==> config.mk <==
export PLATFORM = sky130hd
export DESIGN_NAME = cpu_alu_with_flags_core
export DESIGN_NICKNAME = d
export VERILOG_FILES = /design/src/rtl/core/calu_pkg.sv /design/src/rtl/core/calu_alu.sv /design/src/rtl/core/cpu_alu_with_flags_core.sv
export SDC_FILE = /design/constraint.sdc
export NUM_CORES = 1
export LEC_CHECK = 0
export BUFFER_PORTS_ARGS = -buffer_cell sky130_fd_sc_hd__clkbuf_2
export CAP_MARGIN = 20
export CORE_ASPECT_RATIO = 0.5
export CORE_MARGIN = 4
export CORE_UTILIZATION = 30
export DETAILED_ROUTE_END_ITERATION = 7
export PLACE_DENSITY = 0.53
export SLEW_MARGIN = 20
export SYNTH_ARGS = -nofsm -noshare
export SYNTH_HDL_FRONTEND = slang
export SYNTH_SLANG_ARGS = --single-unit
==> constraint.sdc <==
create_clock -name clk_i -period 9.45 [get_ports clk_i]
set_input_delay 0.945 -clock clk_i [delete_from_list [all_inputs] [get_ports clk_i]]
set_output_delay 0.945 -clock clk_i [all_outputs]
set_load 0.05 [all_outputs]
==> src/rtl/core/calu_pkg.sv <==
// Package with the request and response types, operation codes and constants of the ALU.
package calu_pkg;

  // Operation codes carried in the action field.
  typedef enum logic [4:0] {
    ACT_ADD   = 5'd0,
    ACT_ADC   = 5'd1,
    ACT_SUB   = 5'd2,
    ACT_SBC   = 5'd3,
    ACT_AND   = 5'd4,
    ACT_XOR   = 5'd5,
    ACT_OR    = 5'd6,
    ACT_CP    = 5'd7,
    ACT_INC8  = 5'd8,
    ACT_DEC8  = 5'd9,
    ACT_ADD16 = 5'd10,
    ACT_INC16 = 5'd11,
    ACT_DEC16 = 5'd12,
    ACT_RLCA  = 5'd13,
    ACT_RLA   = 5'd14,
    ACT_RRCA  = 5'd15,
    ACT_RRA   = 5'd16,
    ACT_DAA   = 5'd17,
    ACT_CPL   = 5'd18,
    ACT_SCF   = 5'd19,
    ACT_CCF   = 5'd20
  } action_e;

  // Constants used by the flag rules and the decimal adjust.
  localparam logic [3:0]  NIB_MAX      = 4'hF;
  localparam logic [3:0]  BCD_DIGIT_MAX = 4'd9;
  localparam logic [7:0]  DAA_LOW_FIX  = 8'h06;
  localparam logic [7:0]  DAA_HIGH_FIX = 8'h60;
  localparam logic [7:0]  DAA_LIMIT    = 8'h99;

  // One ALU request: operation, operands and the current flags.
  typedef struct packed {
    logic [4:0]  action;
    logic [15:0] value_a;
    logic [15:0] value_b;
    logic        zero_in;
    logic        subtract_in;
    logic        half_carry_in;
    logic        carry_in;
  } req_t;

  // One ALU response: value and new flags.
  typedef struct packed {
    logic [15:0] result;
    logic        zero_out;
    logic        subtract_out;
    logic        half_carry_out;
    logic        carry_out;
  } rsp_t;

endpackage

==> src/rtl/core/calu_alu.sv <==
// Combinational ALU datapath: computes the value and new flags for one request.
module calu_alu (
  input  calu_pkg::req_t req_i,
  output calu_pkg::rsp_t rsp_o
);

  logic [7:0]  a;
  logic [7:0]  b;
  logic        cin;
  logic [8:0]  sum8;
  logic [4:0]  sum_nib;
  logic [8:0]  diff8;
  logic [4:0]  diff_nib;
  logic [16:0] sum16;
  logic [12:0] sum12;
  logic [7:0]  daa_fix;
  logic        daa_low;
  logic        daa_high;
  logic [7:0]  daa_val;

  assign a = req_i.value_a[7:0];
  assign b = req_i.value_b[7:0];

  // Carry or borrow enters only for the with-carry forms.
  assign cin = ((req_i.action == calu_pkg::ACT_ADC) || (req_i.action == calu_pkg::ACT_SBC))
               ? req_i.carry_in : 1'b0;

  // Shared 8-bit adder and subtractor with nibble carries.
  assign sum8     = {1'b0, a} + {1'b0, b} + {8'b0, cin};
  assign sum_nib  = {1'b0, a[3:0]} + {1'b0, b[3:0]} + {4'b0, cin};
  assign diff8    = {1'b0, a} - {1'b0, b} - {8'b0, cin};
  assign diff_nib = {1'b0, a[3:0]} - {1'b0, b[3:0]} - {4'b0, cin};

  // 16-bit add with the carry out of bit 11.
  assign sum16 = {1'b0, req_i.value_a} + {1'b0, req_i.value_b};
  assign sum12 = {1'b0, req_i.value_a[11:0]} + {1'b0, req_i.value_b[11:0]};

  // Decimal adjust correction.
  assign daa_low  = req_i.half_carry_in ||
                    (!req_i.subtract_in && (a[3:0] > calu_pkg::BCD_DIGIT_MAX));
  assign daa_high = req_i.carry_in || (!req_i.subtract_in && (a > calu_pkg::DAA_LIMIT));
  assign daa_fix  = (daa_low ? calu_pkg::DAA_LOW_FIX : 8'h00) |
                    (daa_high ? calu_pkg::DAA_HIGH_FIX : 8'h00);
  assign daa_val  = req_i.subtract_in ? (a - daa_fix) : (a + daa_fix);

  // Result and flag selection; untouched flags pass through.
  always_comb begin
    rsp_o.result         = req_i.value_a;
    rsp_o.zero_out       = req_i.zero_in;
    rsp_o.subtract_out   = req_i.subtract_in;
    rsp_o.half_carry_out = req_i.half_carry_in;
    rsp_o.carry_out      = req_i.carry_in;
    unique case (req_i.action)
      calu_pkg::ACT_ADD, calu_pkg::ACT_ADC: begin
        rsp_o.result         = {8'h00, sum8[7:0]};
        rsp_o.zero_out       = (sum8[7:0] == 8'h00);
        rsp_o.subtract_out   = 1'b0;
        rsp_o.half_carry_out = sum_nib[4];
        rsp_o.carry_out      = sum8[8];
      end
      calu_pkg::ACT_SUB, calu_pkg::ACT_SBC, calu_pkg::ACT_CP: begin
        rsp_o.result         = (req_i.action == calu_pkg::ACT_CP) ? {8'h00, a}
                                                                   : {8'h00, diff8[7:0]};
        rsp_o.zero_out       = (diff8[7:0] == 8'h00);
        rsp_o.subtract_out   = 1'b1;
        rsp_o.half_carry_out = diff_nib[4];
        rsp_o.carry_out      = diff8[8];
      end
      calu_pkg::ACT_AND: begin
        rsp_o.result         = {8'h00, a & b};
        rsp_o.zero_out       = ((a & b) == 8'h00);
        rsp_o.subtract_out   = 1'b0;
        rsp_o.half_carry_out = 1'b1;
        rsp_o.carry_out      = 1'b0;
      end
      calu_pkg::ACT_XOR: begin
        rsp_o.result         = {8'h00, a ^ b};
        rsp_o.zero_out       = ((a ^ b) == 8'h00);
        rsp_o.subtract_out   = 1'b0;
        rsp_o.half_carry_out = 1'b0;
        rsp_o.carry_out      = 1'b0;
      end
      calu_pkg::ACT_OR: begin
        rsp_o.result         = {8'h00, a | b};
        rsp_o.zero_out       = ((a | b) == 8'h00);
        rsp_o.subtract_out   = 1'b0;
        rsp_o.half_carry_out = 1'b0;
        rsp_o.carry_out      = 1'b0;
      end
      calu_pkg::ACT_INC8: begin
        rsp_o.result         = {8'h00, a + 8'd1};
        rsp_o.zero_out       = (a == 8'hFF);
        rsp_o.subtract_out   = 1'b0;
        rsp_o.half_carry_out = (a[3:0] == calu_pkg::NIB_MAX);
      end
      calu_pkg::ACT_DEC8: begin
        rsp_o.result         = {8'h00, a - 8'd1};
        rsp_o.zero_out       = (a == 8'h01);
        rsp_o.subtract_out   = 1'b1;
        rsp_o.half_carry_out = (a[3:0] == 4'h0);
      end
      calu_pkg::ACT_ADD16: begin
        rsp_o.result         = sum16[15:0];
        rsp_o.subtract_out   = 1'b0;
        rsp_o.half_carry_out = sum12[12];
        rsp_o.carry_out      = sum16[16];
      end
      calu_pkg::ACT_INC16: begin
        rsp_o.result = req_i.value_a + 16'd1;
      end
      calu_pkg::ACT_DEC16: begin
        rsp_o.result = req_i.value_a - 16'd1;
      end
      calu_pkg::ACT_RLCA, calu_pkg::ACT_RLA, calu_pkg::ACT_RRCA, calu_pkg::ACT_RRA: begin
        rsp_o.zero_out       = 1'b0;
        rsp_o.subtract_out   = 1'b0;
        rsp_o.half_carry_out = 1'b0;
        if (req_i.action == calu_pkg::ACT_RLCA) begin
          rsp_o.result    = {8'h00, a[6:0], a[7]};
          rsp_o.carry_out = a[7];
        end else if (req_i.action == calu_pkg::ACT_RLA) begin
          rsp_o.result    = {8'h00, a[6:0], req_i.carry_in};
          rsp_o.carry_out = a[7];
        end else if (req_i.action == calu_pkg::ACT_RRCA) begin
          rsp_o.result    = {8'h00, a[0], a[7:1]};
          rsp_o.carry_out = a[0];
        end else begin
          rsp_o.result    = {8'h00, req_i.carry_in, a[7:1]};
          rsp_o.carry_out = a[0];
        end
      end
      calu_pkg::ACT_DAA: begin
        rsp_o.result         = {8'h00, daa_val};
        rsp_o.zero_out       = (daa_val == 8'h00);
        rsp_o.half_carry_out = 1'b0;
        rsp_o.carry_out      = req_i.carry_in | daa_high;
      end
      calu_pkg::ACT_CPL: begin
        rsp_o.result         = {8'h00, ~a};
        rsp_o.subtract_out   = 1'b1;
        rsp_o.half_carry_out = 1'b1;
      end
      calu_pkg::ACT_SCF: begin
        rsp_o.result         = {8'h00, a};
        rsp_o.subtract_out   = 1'b0;
        rsp_o.half_carry_out = 1'b0;
        rsp_o.carry_out      = 1'b1;
      end
      calu_pkg::ACT_CCF: begin
        rsp_o.result         = {8'h00, a};
        rsp_o.subtract_out   = 1'b0;
        rsp_o.half_carry_out = 1'b0;
        rsp_o.carry_out      = ~req_i.carry_in;
      end
      default: begin
        // Undefined codes return the first operand with flags unchanged.
        rsp_o.result = req_i.value_a;
      end
    endcase
  end

endmodule

==> src/rtl/core/cpu_alu_with_flags_core.sv <==
// Top level of the flag ALU: input register, ALU datapath and result register.
// Flow: a request accepted into the input register passes through the ALU datapath into the
// result register, which presents its response on the output until it is taken.
// Throughput: one request per cycle; the input stalls only while both registers are full
// and the output is stalled, and the ALU logic between them is a single combinational stage.
// Reset: rst_ni clears both stage valid bits asynchronously; payload registers are not reset.
module cpu_alu_with_flags_core (
  input  logic           clk_i,
  input  logic           rst_ni,
  input  logic           in_valid_i,
  output logic           in_stall_o,
  input  calu_pkg::req_t in_req_i,
  output logic           out_valid_o,
  input  logic           out_stall_i,
  output calu_pkg::rsp_t out_rsp_o
);

  logic           s1_valid_q;
  logic           s1_valid_d;
  calu_pkg::req_t s1_req_q;
  logic           out_valid_q;
  logic           out_valid_d;
  calu_pkg::rsp_t out_rsp_q;
  calu_pkg::rsp_t alu_rsp;
  logic           out_free;
  logic           s1_free;
  logic           in_take;

  // Stage advance: the result register frees when empty or its response is taken.
  assign out_free = !out_valid_q || !out_stall_i;
  assign s1_free  = !s1_valid_q || out_free;
  assign in_take  = in_valid_i && s1_free;

  assign s1_valid_d  = in_take ? 1'b1 : (out_free ? 1'b0 : s1_valid_q);
  assign out_valid_d = out_free ? s1_valid_q : out_valid_q;

  // Valid bits of both stages.
  always_ff @(posedge clk_i or negedge rst_ni) begin
    if (!rst_ni) begin
      s1_valid_q  <= 1'b0;
      out_valid_q <= 1'b0;
    end else begin
      s1_valid_q  <= s1_valid_d;
      out_valid_q <= out_valid_d;
    end
  end

  // Payload registers load only when their stage advances.
  always_ff @(posedge clk_i) begin
    if (in_take) begin
      s1_req_q <= in_req_i;
    end
    if (out_free && s1_valid_q) begin
      out_rsp_q <= alu_rsp;
    end
  end

  // ALU datapath between the two registers.
  calu_alu u_alu (
    .req_i (s1_req_q),
    .rsp_o (alu_rsp)
  );

  assign in_stall_o  = !s1_free;
  assign out_valid_o = out_valid_q;
  assign out_rsp_o   = out_rsp_q;

`ifndef ASSERT_OFF
  // The input side stalls only when both stages are full and the output is held.
  a_stall_cause: assert property (@(posedge clk_i) disable iff (!rst_ni)
    in_stall_o |-> (s1_valid_q && out_valid_q && out_stall_i))
    else $error("input stalled without a full pipeline");

  // An accepted request always lands in the input register.
  a_take_lands: assert property (@(posedge clk_i) disable iff (!rst_ni)
    (in_valid_i && !in_stall_o) |=> s1_valid_q)
    else $error("accepted request lost at the input register");

  // A request in the input register moves to the output when the output is free.
  a_advance: assert property (@(posedge clk_i) disable iff (!rst_ni)
    (s1_valid_q && out_free) |=> out_valid_q)
    else $error("request dropped between stages");

  // A held response keeps its payload.
  a_hold: assert property (@(posedge clk_i) disable iff (!rst_ni)
    (out_valid_q && out_stall_i) |=> (out_valid_q && $stable(out_rsp_q)))
    else $error("held response changed");
`endif

endmodule
; ---- Word-level counts from Yosys, hierarchy flattened
; Index checks and enable logic that the tools add are counted.
[classes]
addsub = 16
order_cmp = 2
eq_ne = 23
mux = 17
bitwise = 7
reduce_logical = 32
[ops]
columns = cell, count
row1 = one-hot mux 16 bit (14 select lines), 1
row2 = logical NOT 8 bit, 6
row3 = "== test 5 x 4 -> 1 bit, second input constant", 8
row4 = 2-to-1 mux 8 bit, 4
row5 = "== test 5 bit, second input constant", 5
row6 = "== test 5 x 3 -> 1 bit, second input constant", 4
row7 = adder 16 x 16 -> 17 bit, 1
row8 = "adder 16 x 1 -> 16 bit, second input constant", 1
row9 = 2-to-1 mux 16 bit, 1
row10 = OR 8 bit, 2
row11 = "subtractor 16 x 1 -> 16 bit, second input constant", 1
row12 = adder 12 x 12 -> 13 bit, 1
row13 = OR reduction 13 bit, 1
row14 = "== test 5 x 2 -> 1 bit, second input constant", 2
row15 = adder 8 x 8 -> 9 bit, 1
row16 = adder 9 x 1 -> 9 bit, 1
row17 = one-hot mux 1 bit (9 select lines), 1
row18 = OR reduction 9 bit, 1
row19 = subtractor 8 x 8 -> 9 bit, 1
row20 = subtractor 9 x 1 -> 9 bit, 1
row21 = "adder 8 x 1 -> 8 bit, second input constant", 1
row22 = adder 8 bit, 1
row23 = AND 8 bit, 1
row24 = "== test 8 x 1 -> 1 bit, second input constant", 1
row25 = 31 further kinds, 49
[word_totals]
reg_bits = 63
inputBits = 45
out_inout_bits = 22
wordCells = 111

; ---- Logic depth before layout (Yosys ltp)
[depth]
word_depth = 9
mapped_depth = 17
mapped_depth_nobuf = 16

; ---- Modules after synthesis
; Synthesis repeated with hierarchy kept, for this count alone.
[hier_totals]
hier_cells = 750
area_unflattened_um2 = 6510.0
[modules_own_cells]
columns = module, instances, cells_per_inst, area_each_um2, seq_area_each_um2
row1 = calu_alu, 1, 681, 4585.6, 0.0
row2 = cpu_alu_with_flags_core, 1, 69, 1924.3, 1881.8

; ---- Worst setup path before layout
; No wires, ideal clock.
[synth_path]
kind = register to register
from = reg s1_req_q[21] (netlist name)
to = reg out_rsp_q, in the netlist out_rsp_o[3], data pin
setup_ns = 0.266
arrival_time_ns = 3.646
t_required_ns = 9.184
path_slack_ns = 5.537
stages_incl_launch_ff = 17
n_path_buf = 1
period_less_slack_ns = 3.913
cell_sequence = edfxtp_1 clkbuf_1 inv_1 ha_1 o21ba_2 o31ai_1 a21oi_1 ha_1 inv_1 mux2i_1 ha_1 or2_2 a2111oi_0 a21o_1 nor4b_1 a32oi_1 a32oi_1
[synth_rtl]
columns = item, line_no
row1 = start: declaration, cpu_alu_with_flags_core.sv:20  ; calu_pkg::req_t s1_req_q;
row2 = start signal: assignment, cpu_alu_with_flags_core.sv:51  ; s1_req_q <= in_req_i;
row3 = end signal: assignment, cpu_alu_with_flags_core.sv:54  ; out_rsp_q <= alu_rsp;
row4 = end: declaration, cpu_alu_with_flags_core.sv:23  ; calu_pkg::rsp_t out_rsp_q;

==> reports/results.txt <==
Post-Synth Simple-Gate Area: 20.2%
post-synthesis mux area share: 1.64%
Max-Cap Viols: 0
Crit Reg-Reg Startpoint: s1_req_q[21]$_DFFE_PP_
min-delay worst type: primary input to asynchronous set/reset pin
buffers and inverters on the worst path: 4
actual slew at the worst max-slew pin: 1.09 ns
CTS Hold Bufs: 0
Worst Setup Slack, final: 5.28 ns
CP cell instances: buf_4 -> inv_1 -> ha_1 -> o21ba_2 -> nor2_1 -> a21oi_1 -> inv_1 -> ha_1 -> inv_1 -> mux2i_1 -> ha_1 -> or2_2 -> a2111oi_0 -> a21o_1 -> nor4b_1 -> a32oi_1 -> a32oi_1
Post-synth EDFFs: 61
Synth Area in Compound Gates: 27.0%
Core ar.: 22100 µm²
sequential-to-total area share from yosys stat: 27.4%
final net count: 957
Final Skew: 0.0123 ns
Final Cycle Share: 44.1%
Pwr Density: 142 nW/µm²
Synth Instances: 799
vias in the first global route: 6578
global-route wire length before repair: 40.2 mm
startpoint types: flop
Leak: 0.00311 µW
Critical-path top delay cell: a2111oi_0
clk slew on worst S/H paths: 0.06 ns
row cnt: 38
outcome: finished clean
GRT overflow: 0
most common cell after layout, fill and taps aside: clkbuf_2
hpwl dp: 19.7 mm
cts bufs inserted: 9
Place WS: 5.37 ns
# placed instances: 1130
clk_lat worst skew: 0.36 ns
# IOs: 67
register-to-register setup slack: 5.28 ns
CP Capture Type: flop
Core Util, Final: 35.2%
largest family of logic cells by synthesized area: compound AO/OA/AOI/OAI gates
VDD IR-drop max: 84.8 µV
drt pass-1 iters: 6
CP Max Fanout: 18
Clock Path Buffers: 2
commonest cells after routing, fill and taps aside: clkbuf_2, ha_1, edfxtp_1, nand2_1
antenna cells: 0
H-tree levels: 3
Main synth FF type: edfxtp_1
Final ANT Viol Nets: 0
Resized cells post-CTS: 0
max incr delay on CP: 0.40 ns
clock tree root buffer cell: clkbuf_16
Fmax: 0.240 GHz
Adder-Cell Fraction of Synth Area: 13.7%
Syn Area/Cell: 8.60 µm²
FF-to-FF End: out_rsp_o[3]$_DFFE_PP_
GRT Overall Usage: 20.5%
initial antenna violation count: 0
initial DRC count: 931
Die Width: 222 µm
pin count of the biggest net entering global routing: 44
die area: 25500 µm²
Vias per Instance: 6.02
Starting Density: 31.1%
Final Max Tran Viols: 0
# fillers: 2302
DRC: 0
Syn-to-layout area delta: 13.2%
RSZ-0062 raised after global routing: false
post-route insts no fill: 1146
I/O Buffers: 66
Final setup viols: 0
Worst slew margin: 26.5%
share of layout cells above drive strength 1: 13.8%
Seq cells post-synth: 63
CP top delay family: compound AO/OA/AOI/OAI gates
WL per Instance: 23.0 µm
Syn Nets: 915
Placer Congestion: 1.06
xor/xnor share of the synthesized area: 4.59%
Yosys Warn Count: 0
CP Class: flop to flop
Syn Std Cell Area: 6870 µm²
drt total wl: 26.4 mm
Unique masters post-synth: 80
CTS tree: yes
Hold Vio Cnt, Final: 0
post-layout min period: 4.17 ns
Sink Count: 63
required time worst endpoint: 9.55 ns
Die Span Y: 115 µm
Post-synth ARST share: 3.17%
Critical Path AT: 4.27 ns
r2r worst-path depth: 17
setup bufs post-CTS: 0
Vias: 6894
setup total negative slack: 0 ns
synth_stat cells, drive strengths merged (17+ instances only):
master / count / area (µm²)
nor4: 18 / 119
nand3: 24 / 120
a21o: 20 / 151
buf: 26 / 148
ha: 65 / 813
nand2: 54 / 203
a21oi: 52 / 260
o21ai: 50 / 254
nor3: 17 / 85.1
nor2: 53 / 201
edfxtp: 61 / 1830
xor2: 17 / 149
inv: 39 / 146
xnor2: 19 / 166
clkbuf: 23 / 86.3
o21a: 17 / 128
worst register-to-register path, stage by stage, from the launching register on:
cell	delay (ns)
edfxtp_1	0.35
buf_4	0.24
inv_1	0.40
ha_1	0.31
o21ba_2	0.16
nor2_1	0.04
a21oi_1	0.31
inv_1	0.11
ha_1	0.30
inv_1	0.05
mux2i_1	0.06
ha_1	0.38
or2_2	0.30
a2111oi_0	0.40
a21o_1	0.14
nor4b_1	0.05
a32oi_1	0.18
a32oi_1	0.12
cell type report:
cell class	instances	area, µm²	share of cell area (%)
multi-input cells	648	4620	59.4
flip-flops and latches	63	1880	24.2
repair buffers	80	435	5.60
well taps	300	375	4.82
clock buffers	9	225	2.89
inverters	39	146	1.88
clock inverters	7	97.6	1.25
how the worst max path moves through the flow:
| stage | from | to | slack [ns] | cells past startpoint |
|---|---|---|---|---|
| detailed placement | s1_req_q[21]$_DFFE_PP_ | out_rsp_o[3]$_DFFE_PP_ | 5.37 | 16 |
| floorplan | s1_req_q[21]$_DFFE_PP_ | out_rsp_o[3]$_DFFE_PP_ | 5.54 | 16 |
| global route | s1_req_q[21]$_DFFE_PP_ | out_rsp_o[3]$_DFFE_PP_ | 4.98 | 17 |
| CTS | s1_req_q[21]$_DFFE_PP_ | out_rsp_o[3]$_DFFE_PP_ | 5.37 | 16 |
| global placement | s1_req_q[21]$_DFFE_PP_ | out_rsp_o[3]$_DFFE_PP_ | 5.42 | 16 |
| finish | s1_req_q[21]$_DFFE_PP_ | out_rsp_o[3]$_DFFE_PP_ | 5.28 | 17 |
through the flow:
step	hold WS, ns	instance area [µm²]	total power, µW
floorplan	0.443	6870	625
global placement	0.454	7460	735
detailed placement	0.468	7460	736
CTS	0.352	7780	1110
global route	0.355	7780	1170
finish	0.366	7780	1110
power by group:
part	total, µW	switching, µW	internal, µW	leakage, µW
combinational	386	256	130	0.00234
clock	367	136	231	0.000153
sequential	353	17.7	335	0.000610
state kept, by name, summed over array words and instances (netlist names):
signal / count
out_rsp_o: 20
s1_valid_q: 1
s1_req_q: 41
out_valid_o: 1
logic make-up (layout without fill, tap and decap cells):
group | count (synthesis) | count (layout)
muxes | 11 | 11
DFF | 63 | 63
buffers and inverters | 88 | 135
AOI/OAI and AO/OA | 270 | 270
and+or+nand+nor | 259 | 259
xor gates and xnor gates | 36 | 36
adders and majority gates | 72 | 72
routing by layer:
| metal | vias up | share of wire [%] | track usage, % |
|---|---|---|---|
| met5 | - | 0 | 0 |
| met4 | 0 | 3.5 | 7.56 |
| li1 | 3158 | - | - |
| met2 | 354 | 43 | 31.3 |
| met1 | 3317 | 44 | 28.1 |
| met3 | 65 | 9.4 | 5.41 |
Note: power is estimated with default switching activity, not from simulation.
